**config.mk**
```make
export PLATFORM = sky130hd
export DESIGN_NAME = sensor_to_midi_mapper
export DESIGN_NICKNAME = d
export VERILOG_FILES = /design/src/rtl/core/smm_pkg.sv /design/src/rtl/core/smm_key.sv /design/src/rtl/core/smm_cc.sv /design/src/rtl/core/sensor_to_midi_mapper.sv
export SDC_FILE = /design/constraint.sdc
export NUM_CORES = 1
export LEC_CHECK = 0
export ABC_AREA = 1
export BUFFER_PORTS_ARGS = -buffer_cell sky130_fd_sc_hd__buf_4
export CORE_MARGIN = 8
export CORE_UTILIZATION = 45
export DETAILED_ROUTE_END_ITERATION = 6
export GPL_TIMING_DRIVEN = 1
export SLEW_MARGIN = 30
export SYNTH_ARGS = -nofsm -noshare
export SYNTH_HDL_FRONTEND = slang
export SYNTH_SLANG_ARGS = --single-unit
```
**constraint.sdc**
```tcl
create_clock -name clk -period 10.6 [get_ports clk]
set_clock_uncertainty 0.15 [all_clocks]
set_input_delay 2.12 -clock clk [delete_from_list [all_inputs] [get_ports clk]]
set_output_delay 2.12 -clock clk [all_outputs]
set_load 0.005 [all_outputs]
```
**src/rtl/core/smm_pkg.sv**
```systemverilog
// Shared types, codes and helpers for the sensor to MIDI mapper.
// No dependencies; every module of the block imports this package.
package smm_pkg;

	// MIDI message command codes
	typedef enum logic [1:0] {
		CMD_NOTE_OFF    = 2'd0,
		CMD_NOTE_ON     = 2'd1,
		CMD_AFTERTOUCH  = 2'd2,
		CMD_CTRL_CHANGE = 2'd3
	} smm_cmd_t;

	// Mapping modes
	typedef enum logic [1:0] {
		MODE_KEY      = 2'd0,
		MODE_VELOCITY = 2'd1,
		MODE_CC_ABS   = 2'd2,
		MODE_CC_REL   = 2'd3
	} smm_mode_t;

	// Configuration register indexes
	typedef enum logic [2:0] {
		REG_MODE        = 3'd0,
		REG_ROOT_NOTE   = 3'd1,
		REG_KEY_SETUP   = 3'd2,
		REG_VEL_THRESH  = 3'd3,
		REG_CTRL_NUMBER = 3'd4,
		REG_MIN_VALUE   = 3'd5,
		REG_MAX_VALUE   = 3'd6,
		REG_SPEED_STEP  = 3'd7
	} smm_reg_t;

	// Scale codes held in key_setup bits 2:1
	localparam logic [1:0] SCALE_MAJOR = 2'd1;
	localparam logic [1:0] SCALE_MINOR = 2'd2;

	// Key mode limits
	localparam logic [6:0] KEY_TOP_NOTE = 7'd119;
	// Velocity substituted for out-of-range samples
	localparam logic [6:0] VEL_OVERRANGE = 7'd65;
	// Relative controller bin edges
	localparam logic [6:0] BIN_EDGE_0 = 7'd26;
	localparam logic [6:0] BIN_EDGE_1 = 7'd51;
	localparam logic [6:0] BIN_EDGE_2 = 7'd77;
	localparam logic [6:0] BIN_EDGE_3 = 7'd102;

	// Configuration register set
	typedef struct packed {
		smm_mode_t  mode;
		logic [3:0] root_note;
		logic [2:0] key_setup;
		logic [6:0] velocity_threshold;
		logic [6:0] controller_number;
		logic [6:0] min_value;
		logic [6:0] max_value;
		logic [3:0] speed_step;
	} smm_cfg_t;

	// Remainder modulo 12 of a 7-bit value: reciprocal multiply by 171/2048,
	// exact over 0..127
	function automatic logic [3:0] mod12(input logic [6:0] x);
		logic [14:0] prod;
		logic [3:0]  quo;
		logic [6:0]  back;
		prod = x * 8'd171;
		quo  = prod[14:11];
		back = 7'(quo) * 7'd12;
		return 4'(x - back);
	endfunction

endpackage

```
**src/rtl/core/smm_key.sv**
```systemverilog
// Key mode note mapping: clamp, optional inversion and scale snapping.
// Depends on smm_pkg.
module smm_key (
	input  logic [7:0]      sample,
	input  smm_pkg::smm_cfg_t cfg,
	output logic [6:0]      note
);
	import smm_pkg::*;

	logic [6:0] clamped;
	logic [6:0] x;
	logic [3:0] root_eff;
	logic [3:0] shift;
	logic [4:0] pc_sum;
	logic [3:0] pc;
	logic       go_down;
	logic       go_up;

	// Clamp the sample into 0..119 and invert for a falling direction
	always_comb begin
		if (sample < 8'd3) begin
			clamped = 7'd0;
		end else if (sample > 8'd121) begin
			clamped = KEY_TOP_NOTE;
		end else begin
			clamped = 7'(sample - 8'd3);
		end
		x = cfg.key_setup[0] ? 7'(KEY_TOP_NOTE - clamped) : clamped;
	end

	// Pitch class relative to the root
	always_comb begin
		root_eff = (cfg.root_note > 4'd11) ? 4'd0 : cfg.root_note;
		shift    = 4'(4'd12 - root_eff);
		pc_sum   = {1'b0, mod12(x)} + {1'b0, shift};
		pc       = (pc_sum >= 5'd12) ? 4'(pc_sum - 5'd12) : pc_sum[3:0];
	end

	// Pick the snapping direction from the scale
	always_comb begin
		go_down = 1'b0;
		go_up   = 1'b0;
		if (cfg.key_setup[2:1] == SCALE_MAJOR) begin
			case (pc) inside
				4'd1:                     go_down = 1'b1;
				4'd3, 4'd6, 4'd8, 4'd10:  go_up   = 1'b1;
				default: ;
			endcase
		end else if (cfg.key_setup[2:1] == SCALE_MINOR) begin
			case (pc) inside
				4'd1, 4'd4, 4'd9, 4'd11:  go_down = 1'b1;
				4'd6:                     go_up   = 1'b1;
				default: ;
			endcase
		end
	end

	// Apply the snap; a note below zero saturates to zero
	always_comb begin
		if (go_down) begin
			note = (x == 7'd0) ? 7'd0 : 7'(x - 7'd1);
		end else if (go_up) begin
			note = 7'(x + 7'd1);
		end else begin
			note = x;
		end
	end

endmodule

```
**src/rtl/core/smm_cc.sv**
```systemverilog
// Controller value mapping for the absolute and relative controller modes.
// Depends on smm_pkg.
module smm_cc (
	input  logic [7:0]        sample,
	input  logic [6:0]        prev_value,
	input  smm_pkg::smm_cfg_t cfg,
	output logic [6:0]        value
);
	import smm_pkg::*;

	logic [6:0]        v;
	// absolute path
	logic signed [7:0] span;
	logic [6:0]        span_mag;
	logic              span_neg;
	logic              do_scale;
	logic [13:0]       prod;
	logic [7:0]        q0;
	logic [7:0]        rem;
	logic [7:0]        quo;
	logic signed [9:0] scaled;
	logic [6:0]        abs_value;
	// relative path
	logic [4:0]        step_mag;
	logic              step_neg;
	logic signed [8:0] sum;
	logic [6:0]        rel_value;

	// Saturate the sample to 127
	assign v = sample[7] ? 7'd127 : sample[6:0];

	// Absolute: scale into min..max, dividing by 127 with one correction
	always_comb begin
		span     = $signed({1'b0, cfg.max_value}) - $signed({1'b0, cfg.min_value});
		span_neg = span[7];
		span_mag = span_neg ? 7'(-span) : span[6:0];
		do_scale = (v > cfg.min_value) || ($signed({1'b0, v}) < span);
		prod     = v * span_mag;
		q0       = {1'b0, prod[13:7]};
		rem      = {1'b0, prod[6:0]} + q0;
		quo      = (rem >= 8'd127) ? 8'(q0 + 8'd1) : q0;
		if (span_neg) begin
			scaled = $signed({3'b0, cfg.min_value}) - $signed({2'b0, quo});
		end else begin
			scaled = $signed({3'b0, cfg.min_value}) + $signed({2'b0, quo});
		end
		if (!do_scale) begin
			abs_value = v;
		end else if (scaled < 0) begin
			abs_value = 7'd0;
		end else if (scaled > 10'sd127) begin
			abs_value = 7'd127;
		end else begin
			abs_value = scaled[6:0];
		end
	end

	// Relative: bin the sample into a signed step of zero, one or two speed units
	always_comb begin
		step_neg = 1'b0;
		if (v < BIN_EDGE_0) begin
			step_mag = {cfg.speed_step, 1'b0};
			step_neg = 1'b1;
		end else if (v < BIN_EDGE_1) begin
			step_mag = {1'b0, cfg.speed_step};
			step_neg = 1'b1;
		end else if (v < BIN_EDGE_2) begin
			step_mag = 5'd0;
		end else if (v < BIN_EDGE_3) begin
			step_mag = {1'b0, cfg.speed_step};
		end else begin
			step_mag = {cfg.speed_step, 1'b0};
		end
		if (step_neg) begin
			sum = $signed({2'b0, prev_value}) - $signed({4'b0, step_mag});
		end else begin
			sum = $signed({2'b0, prev_value}) + $signed({4'b0, step_mag});
		end
		// clamp to min..max; with min above max a sum above max gives max, else min
		if (sum <= $signed({2'b0, cfg.max_value}) && sum >= $signed({2'b0, cfg.min_value})) begin
			rel_value = sum[6:0];
		end else if (sum > $signed({2'b0, cfg.max_value})) begin
			rel_value = cfg.max_value;
		end else begin
			rel_value = cfg.min_value;
		end
	end

	assign value = (cfg.mode == MODE_CC_REL) ? rel_value : abs_value;

endmodule

```
**src/rtl/core/sensor_to_midi_mapper.sv**
```systemverilog
// Top level of the sensor to MIDI mapper: configuration registers, input
// register, message state and handshake. Depends on smm_pkg, smm_key, smm_cc.
//
//  channel | handshake              | payload
//  --------+------------------------+------------------------------------------
//  input   | in_valid / in_stall    | sample[7:0]
//  output  | out_valid / out_stall  | command[1:0], first_param[6:0],
//          |                        | second_param[6:0]
//  config  | cfg_we                 | cfg_index[2:0], cfg_data[6:0]
//
// One request per cycle while out_stall is low; a result passes through the
// input register and then the message state registers before it is valid.
// The message state registers are the output register; they update only when
// the output is free or being taken, so a stalled result holds.
// in_stall rises only while a result is held and the input register is full.
// Reset clears the message to note off, zero, and the registers to velocity
// mode with speed step one.
module sensor_to_midi_mapper (
	input  logic       clk,
	input  logic       arst_n,
	input  logic       in_valid,
	output logic       in_stall,
	input  logic [7:0] sample,
	output logic       out_valid,
	input  logic       out_stall,
	output logic [1:0] command,
	output logic [6:0] first_param,
	output logic [6:0] second_param,
	input  logic       cfg_we,
	input  logic [2:0] cfg_index,
	input  logic [6:0] cfg_data
);
	import smm_pkg::*;

	smm_cfg_t   cfg_q;
	logic [7:0] sample_s1;
	logic       valid_s1;
	logic       out_valid_q;
	smm_cmd_t   cmd_q;
	logic [6:0] note_q;
	logic [6:0] pending_q;
	logic [6:0] value_q;
	logic [6:0] prev_q;

	logic       advance;
	logic       update;
	logic [6:0] key_note;
	logic [6:0] cc_value;
	logic [6:0] vel;

	// Configuration registers
	always_ff @(posedge clk or negedge arst_n) begin
		if (!arst_n) begin
			cfg_q <= '{mode: MODE_VELOCITY, root_note: 4'd0, key_setup: 3'd0,
				velocity_threshold: 7'd0, controller_number: 7'd0,
				min_value: 7'd0, max_value: 7'd0, speed_step: 4'd1};
		end else if (cfg_we) begin
			unique case (smm_reg_t'(cfg_index))
				REG_MODE:        cfg_q.mode               <= smm_mode_t'(cfg_data[1:0]);
				REG_ROOT_NOTE:   cfg_q.root_note          <= cfg_data[3:0];
				REG_KEY_SETUP:   cfg_q.key_setup          <= cfg_data[2:0];
				REG_VEL_THRESH:  cfg_q.velocity_threshold <= cfg_data;
				REG_CTRL_NUMBER: cfg_q.controller_number  <= cfg_data;
				REG_MIN_VALUE:   cfg_q.min_value          <= cfg_data;
				REG_MAX_VALUE:   cfg_q.max_value          <= cfg_data;
				REG_SPEED_STEP:  cfg_q.speed_step         <= cfg_data[3:0];
				default: ;
			endcase
		end
	end

	// Handshake: advance whenever the output slot is empty or being taken
	assign advance  = !out_valid_q || !out_stall;
	assign update   = valid_s1 && advance;
	assign in_stall = valid_s1 && !advance;

	// Input register
	always_ff @(posedge clk or negedge arst_n) begin
		if (!arst_n) begin
			valid_s1 <= 1'b0;
		end else if (!in_stall) begin
			valid_s1 <= in_valid;
		end
	end

	always_ff @(posedge clk) begin
		if (!in_stall && in_valid) begin
			sample_s1 <= sample;
		end
	end

	smm_key u_key (
		.sample (sample_s1),
		.cfg    (cfg_q),
		.note   (key_note)
	);

	smm_cc u_cc (
		.sample     (sample_s1),
		.prev_value (prev_q),
		.cfg        (cfg_q),
		.value      (cc_value)
	);

	assign vel = sample_s1[7] ? VEL_OVERRANGE : sample_s1[6:0];

	// Output valid
	always_ff @(posedge clk or negedge arst_n) begin
		if (!arst_n) begin
			out_valid_q <= 1'b0;
		end else if (advance) begin
			out_valid_q <= valid_s1;
		end
	end

	// Message state: update from the held request
	always_ff @(posedge clk or negedge arst_n) begin
		if (!arst_n) begin
			cmd_q     <= CMD_NOTE_OFF;
			note_q    <= 7'd0;
			pending_q <= 7'd0;
			value_q   <= 7'd0;
			prev_q    <= 7'd0;
		end else if (update) begin
			unique case (cfg_q.mode)
				MODE_KEY: begin
					// a new note forces note off, then commits when repeated
					if (note_q != key_note) begin
						if (key_note != pending_q) begin
							cmd_q     <= CMD_NOTE_OFF;
							pending_q <= key_note;
						end else begin
							note_q <= key_note;
						end
					end
				end
				MODE_VELOCITY: begin
					value_q <= vel;
					if (cmd_q == CMD_NOTE_OFF && vel > cfg_q.velocity_threshold) begin
						cmd_q <= CMD_NOTE_ON;
					end else if (cmd_q == CMD_NOTE_ON && vel > cfg_q.velocity_threshold) begin
						cmd_q <= CMD_AFTERTOUCH;
					end else if (cmd_q == CMD_NOTE_ON && vel < cfg_q.velocity_threshold) begin
						cmd_q <= CMD_NOTE_OFF;
					end
				end
				MODE_CC_ABS, MODE_CC_REL: begin
					cmd_q   <= CMD_CTRL_CHANGE;
					note_q  <= cfg_q.controller_number;
					value_q <= cc_value;
					prev_q  <= cc_value;
				end
				default: ;
			endcase
		end
	end

	assign out_valid    = out_valid_q;
	assign command      = cmd_q;
	assign first_param  = note_q;
	assign second_param = value_q;

`ifndef SYNTHESIS
	// input held back only while a result is waiting
	a_stall_cause: assert property (@(posedge clk) disable iff (!arst_n)
		in_stall |-> (out_valid_q && out_stall))
		else $error("input stalled with no result held");

	// controller modes always leave a control change
	a_cc_command: assert property (@(posedge clk) disable iff (!arst_n)
		(update && (cfg_q.mode == MODE_CC_ABS || cfg_q.mode == MODE_CC_REL))
		|=> (cmd_q == CMD_CTRL_CHANGE))
		else $error("controller update did not give control change");

	// relative value stays within a well-ordered range
	a_rel_bounds: assert property (@(posedge clk) disable iff (!arst_n)
		(update && cfg_q.mode == MODE_CC_REL && cfg_q.min_value <= cfg_q.max_value)
		|=> (value_q >= $past(cfg_q.min_value) && value_q <= $past(cfg_q.max_value)))
		else $error("relative controller value out of range");
`endif

endmodule

```
# --- Word-level counts from Yosys, hierarchy flattened ---
# Cells that the tools add are included.
word_totals:
  register_bits: 81
  inputBits: 23
  output_inout_bits: 18
op_classes:
  add_sub_neg: 16
  multipliers: 3
  magnitude_cmp: 18
  eq_ne: 27
  mux: 46
  reduce_logical: 35
ops:
  columns: ["cell", "count"]
  rows:
  - ["7-bit 2-to-1 mux", 17]
  - ["7-bit one-hot mux with 2 select lines", 2]
  - ["5-bit 2-to-1 mux", 4]
  - ["2-bit AND reduction", 10]
  - ["4-bit == test (second input constant)", 4]
  - ["7-bit by 8-bit multiplier with 15-bit output (second input constant)", 1]
  - ["7-bit greater-than comparator", 2]
  - ["7-bit less-than comparator (second input constant)", 2]
  - ["7-bit by 7-bit multiplier with 14-bit output", 1]
  - ["7-bit inequality test", 2]
  - ["3-bit == test (second input constant)", 4]
  - ["1-bit 2-to-1 mux", 12]
  - ["4-bit AND reduction", 3]
  - ["10-bit by 8-bit greater-than comparator with 1-bit output (second input constant)", 1]
  - ["10-bit by 1-bit less-than comparator with 1-bit output (second input constant)", 1]
  - ["10-bit 2-to-1 mux", 1]
  - ["2-bit 2-to-1 mux", 5]
  - ["7-bit by 8-bit adder with 9-bit output", 1]
  - ["9-bit by 8-bit >= comparator with 1-bit output", 1]
  - ["9-bit by 8-bit greater-than comparator with 1-bit output", 1]
  - ["9-bit by 8-bit less-or-equal comparator with 1-bit output", 1]
  - ["9-bit 2-to-1 mux", 1]
  - ["7-bit by 8-bit subtractor with 9-bit output", 1]
  - ["7-bit by 1-bit adder with 8-bit output (second input constant)", 1]
  - ["44 further kinds", 66]

# --- Depth between registers and ports, before layout ---
logic_depth:
  depth_word: 22
  mapped_depth: 65
  depth_no_buf: 64

# --- Hierarchy ---
# Synthesis repeated with hierarchy kept, for this count alone.
hier_totals:
  cells_unflattened: 1569
  area_unflattened_um2: 10984.3
by_module_without_submodules:
  columns: ["module", "instances", "cells_each", "area_each_um2", "seq_area_each_um2"]
  rows:
  - ["smm_cc", 1, 813, 5119.9, 0.0]
  - ["sensor_to_midi_mapper", 1, 416, 3681.0, 2069.5]
  - ["smm_key", 1, 340, 2183.3, 0.0]

# --- Least setup slack after synthesis ---
# Ideal clock, no wire load.
synth_timing:
  path_type: "register -> register"
  startpoint: "reg cfg_q[12] in the netlist's numbering"
  endpoint: "reg prev_q[3]"
  setup_time_ns: 0.083
  arrival_ns: 8.892
  required_time_ns: 10.367
  slack_ns: 1.475
  stages_incl_launch_ff: 50
  n_path_buf: 1
  synth_period_minus_slack_ns: 9.125
  path_cell_list: "dfrtp_1 inv_1 ha_1 a21oi_1 o21ai_0 nand4_1 nand2_1 inv_1 clkbuf_1 nand2_1 xor2_1 inv_1 nor2_1 fa_1 fa_1 inv_1 fa_1 inv_1 [14 not listed] xor2_1 inv_1 ha_1 o31ai_1 a21oi_1 o21ai_0 nand2_1 inv_1 nor2_1 o21ai_0 o21ai_0 nand2b_1 nand2_1 o21ai_0 nand2_1 nand2_1 nand2_1 o21ai_0"
synth_via:
  elab_chain_len: 14
  elab_cells_between_ends: 23
  cone_classes: "add/sub: 6; mul: 1; order compare: 6; mux: 8; reduce/logical: 2"
synth_rtl:
  columns: ["element", "line", "source"]
  rows:
  - ["start, declared", "sensor_to_midi_mapper.sv:35", "smm_cfg_t cfg_q;"]
  - ["start signal, assigned", "sensor_to_midi_mapper.sv:54", "cfg_q <= '{mode: MODE_VELOCITY, root_note: 4'd0, key_setup: 3'd0,"]
  - ["7-bit by 7-bit subtractor with 8-bit output", "smm_cc.sv:34", "span = $signed({1'b0, cfg.max_value}) - $signed({1'b0, cfg.min_value});"]
  - ["7-bit negation", "smm_cc.sv:36", "span_mag = span_neg ? 7'(-span) : span[6:0];"]
  - ["7-bit 2-to-1 mux", "smm_cc.sv:36", null]
  - ["7-bit by 7-bit multiplier with 14-bit output", "smm_cc.sv:38", "prod = v * span_mag;"]
  - ["7-bit by 7-bit adder with 8-bit output", "smm_cc.sv:40", "rem = {1'b0, prod[6:0]} + q0;"]
  - ["8-bit by 7-bit >= comparator with 1-bit output", "smm_cc.sv:41", "quo = (rem >= 8'd127) ? 8'(q0 + 8'd1) : q0;"]
  - ["8-bit 2-to-1 mux", "smm_cc.sv:41", null]
  - ["7-bit by 8-bit adder with 9-bit output or 7-bit by 8-bit subtractor with 9-bit output (tied branches)", "smm_cc.sv:45, smm_cc.sv:43", null]
  - ["10-bit 2-to-1 mux", "smm_cc.sv:42", "if (span_neg) begin"]
  - ["10-bit by 8-bit greater-than comparator with 1-bit output", "smm_cc.sv:51", "end else if (scaled > 10'sd127) begin"]
  - ["7-bit 2-to-1 mux", "smm_cc.sv:51", null]
  - ["7-bit 2-to-1 mux", "smm_cc.sv:49", "end else if (scaled < 0) begin"]
  - ["7-bit 2-to-1 mux", "smm_cc.sv:47", "if (!do_scale) begin"]
  - ["7-bit 2-to-1 mux (*)", "smm_cc.sv:89", "assign value = (cfg.mode == MODE_CC_REL) ? rel_value : abs_value;"]
  - ["end signal, assigned", "sensor_to_midi_mapper.sv:151", "prev_q <= cc_value;"]
  - ["end, declared", "sensor_to_midi_mapper.sv:43", "logic [6:0] prev_q;"]
# Mark *: on every way between the ends. The rest lies on a longest branch, timed or not.
# A chain may end at the register's enable or synchronous reset.

# --- Final worst setup path ---
layout_timing:
  startpoint: "reg cfg_q[13] in the netlist's numbering"
  endpoint: "reg value_q[3], in the netlist second_param[3]"
layout_via:
  elab_chain_len: 15
  elab_cells_between_ends: 24
  cone_classes: "add/sub: 6; mul: 1; order compare: 6; mux: 9; reduce/logical: 2"
layout_rtl:
  columns: ["element", "line", "source"]
  rows:
  - ["7-bit by 7-bit subtractor with 8-bit output", "smm_cc.sv:34", null]
  - ["7-bit negation", "smm_cc.sv:36", null]
  - ["7-bit 2-to-1 mux", "smm_cc.sv:36", null]
  - ["7-bit by 7-bit multiplier with 14-bit output", "smm_cc.sv:38", null]
  - ["7-bit by 7-bit adder with 8-bit output", "smm_cc.sv:40", null]
  - ["8-bit by 7-bit >= comparator with 1-bit output", "smm_cc.sv:41", null]
  - ["8-bit 2-to-1 mux", "smm_cc.sv:41", null]
  - ["7-bit by 8-bit adder with 9-bit output or 7-bit by 8-bit subtractor with 9-bit output (tied branches)", "smm_cc.sv:45, smm_cc.sv:43", null]
  - ["10-bit 2-to-1 mux", "smm_cc.sv:42", null]
  - ["10-bit by 8-bit greater-than comparator with 1-bit output", "smm_cc.sv:51", null]
  - ["7-bit 2-to-1 mux", "smm_cc.sv:51", null]
  - ["7-bit 2-to-1 mux", "smm_cc.sv:49", null]
  - ["7-bit 2-to-1 mux", "smm_cc.sv:47", null]
  - ["7-bit 2-to-1 mux (*)", "smm_cc.sv:89", null]
  - ["7-bit one-hot mux with 2 select lines (*)", "sensor_to_midi_mapper.sv:125", "unique case (cfg_q.mode)"]
  - ["end signal, assigned", "sensor_to_midi_mapper.sv:138", "value_q <= vel;"]
  - ["end signal, assigned", "sensor_to_midi_mapper.sv:150", "value_q <= cc_value;"]
  - ["end, declared", "sensor_to_midi_mapper.sv:42", "logic [6:0] value_q;"]
# Marked as above.

==> qor.txt <==
Status -> finished clean
Synth Area in Simple Gates -> 0.2803
Final setup violation count -> 0
Drt via density -> 5.126
Routed Antenna Nets -> 0
Initial DRT Pass Iterations -> 6
Ys async rst share -> 0.9012
R2R depth -> 50
PortBufs -> 40
CP most frequent cell -> nand2_1
Netlist Area Pre-Place -> 10,620 µm²
Post-synthesis compound-gate area fraction -> 0.1227
Hold path depth -> 2
CP startpoint kind -> flip-flop
Layout cells sized above 1 -> 0.1010
Htree depth -> 3
Worst Max-Slew Pin Slew -> 0.8001 ns
Post-synth EDFFs -> 8
Syn nets -> 1,730
CP endpoint kind -> flip-flop
DR WL/cell -> 14.92 µm
Antenna fix cells -> 0
Clock root buffer -> clkbuf_16
Seq. cell area -> 2074 µm²
Distinct cells, synth -> 61
Period minus WS final -> 9.833 ns
Max clock buf depth -> 2
Crit share post-route -> 0.9276
Die Area -> 28,760 µm²
FILL cells -> 2,388
Primary FF master, synth -> dfrtp_1
Final wirelength -> 27,940 µm
Synth Area in Adders -> 0.2605
Post-synthesis xor/xnor area fraction -> 0.03630
Clock Pin Slew Worst Setup and Hold Paths -> 0.07 ns
Gp weighted congestion -> 0.8944
DRT iter0 DRCs -> 638
Row cnt -> 56
Detailed Place HPWL -> 22,610 µm
Critical Path AT -> 9.97 ns
Worst-path fanout max -> 12
Nets -> 1,769
RSZ-0062 raised after global routing -> no
CTS tree -> built
Final hold violations -> 0
Max-slew violations -> 0
Clock latency on the worst-skew pair -> 0.36 ns
Initial core utilization -> 0.4550
TritonCTS buffer count -> 9
Largest net degree at the start of global routing -> 74
Vias in the first global route -> 9,173
Die Width -> 169.6 µm
Synth Instances -> 1,510
Placeable Area -> 23,330 µm²
First-pass GRT wire length -> 45,850 µm
Multi-input logic area -> 7515 µm²
Sinks on the clock net -> 81
Crit Path Class -> flip-flop to flip-flop
Total I/O pin count -> 41
Hold Crit Class -> flip-flop to flip-flop
F_max -> 101.7 MHz
Synthesized flop and latch total -> 81
Die height -> 169.6 µm
Grt ovf -> 0
Req. time, crit path -> 10.74 ns
Slowest stage delay, CP -> 0.54 ns
P&R area growth vs syn -> 9.617%
Largest family of logic cells by synthesized area -> simple AND/OR/NAND/NOR gates
Register area share after synthesis -> 0.1949
Slew headroom -> 0.4625
Via count -> 9,601
Initial antenna violation count -> 1
Critical-path top delay cell -> fa_1
YS warnings -> 0
Setup TNS -> 0 ns
Global Route Usage Sum -> 0.1966
Max-cap viol count -> 0
Avg Cell Area, Syn -> 7.031 µm²
Mux cell area share after synthesis -> 0.001886
Drt drc -> 0
-- kinds of logic (layout without fill, tap and decap cells) --
logic type / Yosys count / in the layout
muxes: 2 / 2
xor gates and xnor gates: 44 / 44
AOI/OAI and AO/OA: 216 / 216
and+or+nand+nor: 687 / 687
DFF: 81 / 81
buffers and inverters: 283 / 327
adders and majority gates: 197 / 197
-- what timing repair did --
action / 4_1_cts / 5_1_grt
buffers inserted: 1 / 2
pin swaps: 1 / 0
endpoints found under the setup margin: 1 / 28
resized for setup: 0 / 22
hold buffers: 0 / 0
-- sequential cells by signal (all words and copies together), names as in the netlist --
register	flops
cfg_q	41
sample_s1	8
first_param	7
pending_q	7
prev_q	7
second_param	7
command	2
out_valid	1
valid_s1	1
-- synthesized netlist by cell type, drive strengths merged, types with 2 or more instances --
master / n / area [µm²]
a32oi: 4 / 35.03
nand4: 16 / 106.4
and2: 2 / 15.02
mux2i: 2 / 20.02
nor2: 123 / 500.5
a21oi: 55 / 297.8
fa: 40 / 800.8
buf: 10 / 73.82
inv: 258 / 968.4
o21bai: 3 / 33.78
o21ai: 107 / 569.3
a211oi: 3 / 22.52
nand3: 105 / 565.6
a21boi: 2 / 18.77
o31ai: 5 / 37.54
a31oi: 3 / 18.77
xor2: 32 / 280.3
clkinv: 2 / 7.510
o21a: 6 / 45.04
dfstp: 2 / 52.55
a21o: 9 / 67.56
ha: 157 / 1964
o211ai: 11 / 82.58
clkbuf: 13 / 48.80
o221ai: 2 / 17.52
dfrtp: 71 / 1777
nand3b: 7 / 52.55
nor3: 4 / 20.02
edfxtp: 8 / 240.2
nand2: 425 / 1683
or2: 3 / 18.78
xnor2: 12 / 105.1
-- layout make-up --
| class | instances | share of cell area |
|---|---|---|
| clock buffer | 9 | 0.01935 |
| multi-input combinational | 1146 | 0.6457 |
| sequential | 81 | 0.1783 |
| tap | 319 | 0.03430 |
| timing repair buffer | 51 | 0.03322 |
| clock inverter | 7 | 0.004731 |
| inverter | 260 | 0.08440 |
-- cells in the final DEF (no fill, tap or decap), drive strengths merged, types with 5 or more instances in the layout --
cell      n
clkbuf    9
o21ai   107
inv     259
nand2   425
o31ai     5
dfrtp    71
nand3   105
o21a      6
buf      51
a21oi    55
a21o      9
nand3b    7
o211ai   11
xor2     32
nand4    16
edfxtp    8
nor2    123
clkinv    6
xnor2    12
fa       40
ha      157
-- worst max-delay path: cells and delay by family, from the launching register on --
family / cells / cell delay, ns
AND/OR/NAND/NOR: 19 / 1.85
buffers and inverters: 9 / 0.86
XOR/XNOR: 3 / 0.69
AO/OA/AOI/OAI: 10 / 2.01
flip-flops: 1 / 0.45
adder cells (fa/ha/maj): 9 / 3.71
-- path summary, 6_finish.rpt --
check	from	end	slack [ns]
setup / recovery	cfg_q[13]$_DFFE_PN0P_	second_param[3]$_DFFE_PN0P_	0.77
hold / removal	valid_s1$_DFFE_PN0N_	out_valid$_DFFE_PN0N_	0.34
setup reg to reg	cfg_q[13]$_DFFE_PN0P_	second_param[3]$_DFFE_PN0P_	0.77
hold reg to reg	valid_s1$_DFFE_PN0N_	out_valid$_DFFE_PN0N_	0.34
max in group asynchronous	arst_n	cfg_q[4]$_DFFE_PN0P_	8.14
min in group asynchronous	arst_n	pending_q[4]$_DFFE_PN0P_	1.63
-- routing by layer --
layer	track usage	part of all wire
met3	0.02210	0.032
met5	0	0
met2	0.3468	0.49
met1	0.2516	0.46
met4	0.04848	0.018
-- stage by stage --
stage | hold WS (ns) | util | area [µm²] | std cells | setup slack [ns]
floorplan | 0.2977 | - | 10620 | 1510 | 1.475
global placement | 0.3179 | 0.4823 | 11250 | 1854 | 0.09820
detailed placement | 0.3246 | 0.4827 | 11260 | 1854 | 0.06880
CTS | 0.3419 | 0.4951 | 11550 | 1871 | 0.2359
global route | 0.3608 | 0.4988 | 11640 | 1873 | 0.009400
finish | 0.3390 | 0.4988 | 11640 | 1873 | 0.7669
Power is not shown: default switching activity piles up to over one toggle a cycle in this logic, so the estimate is an artifact.
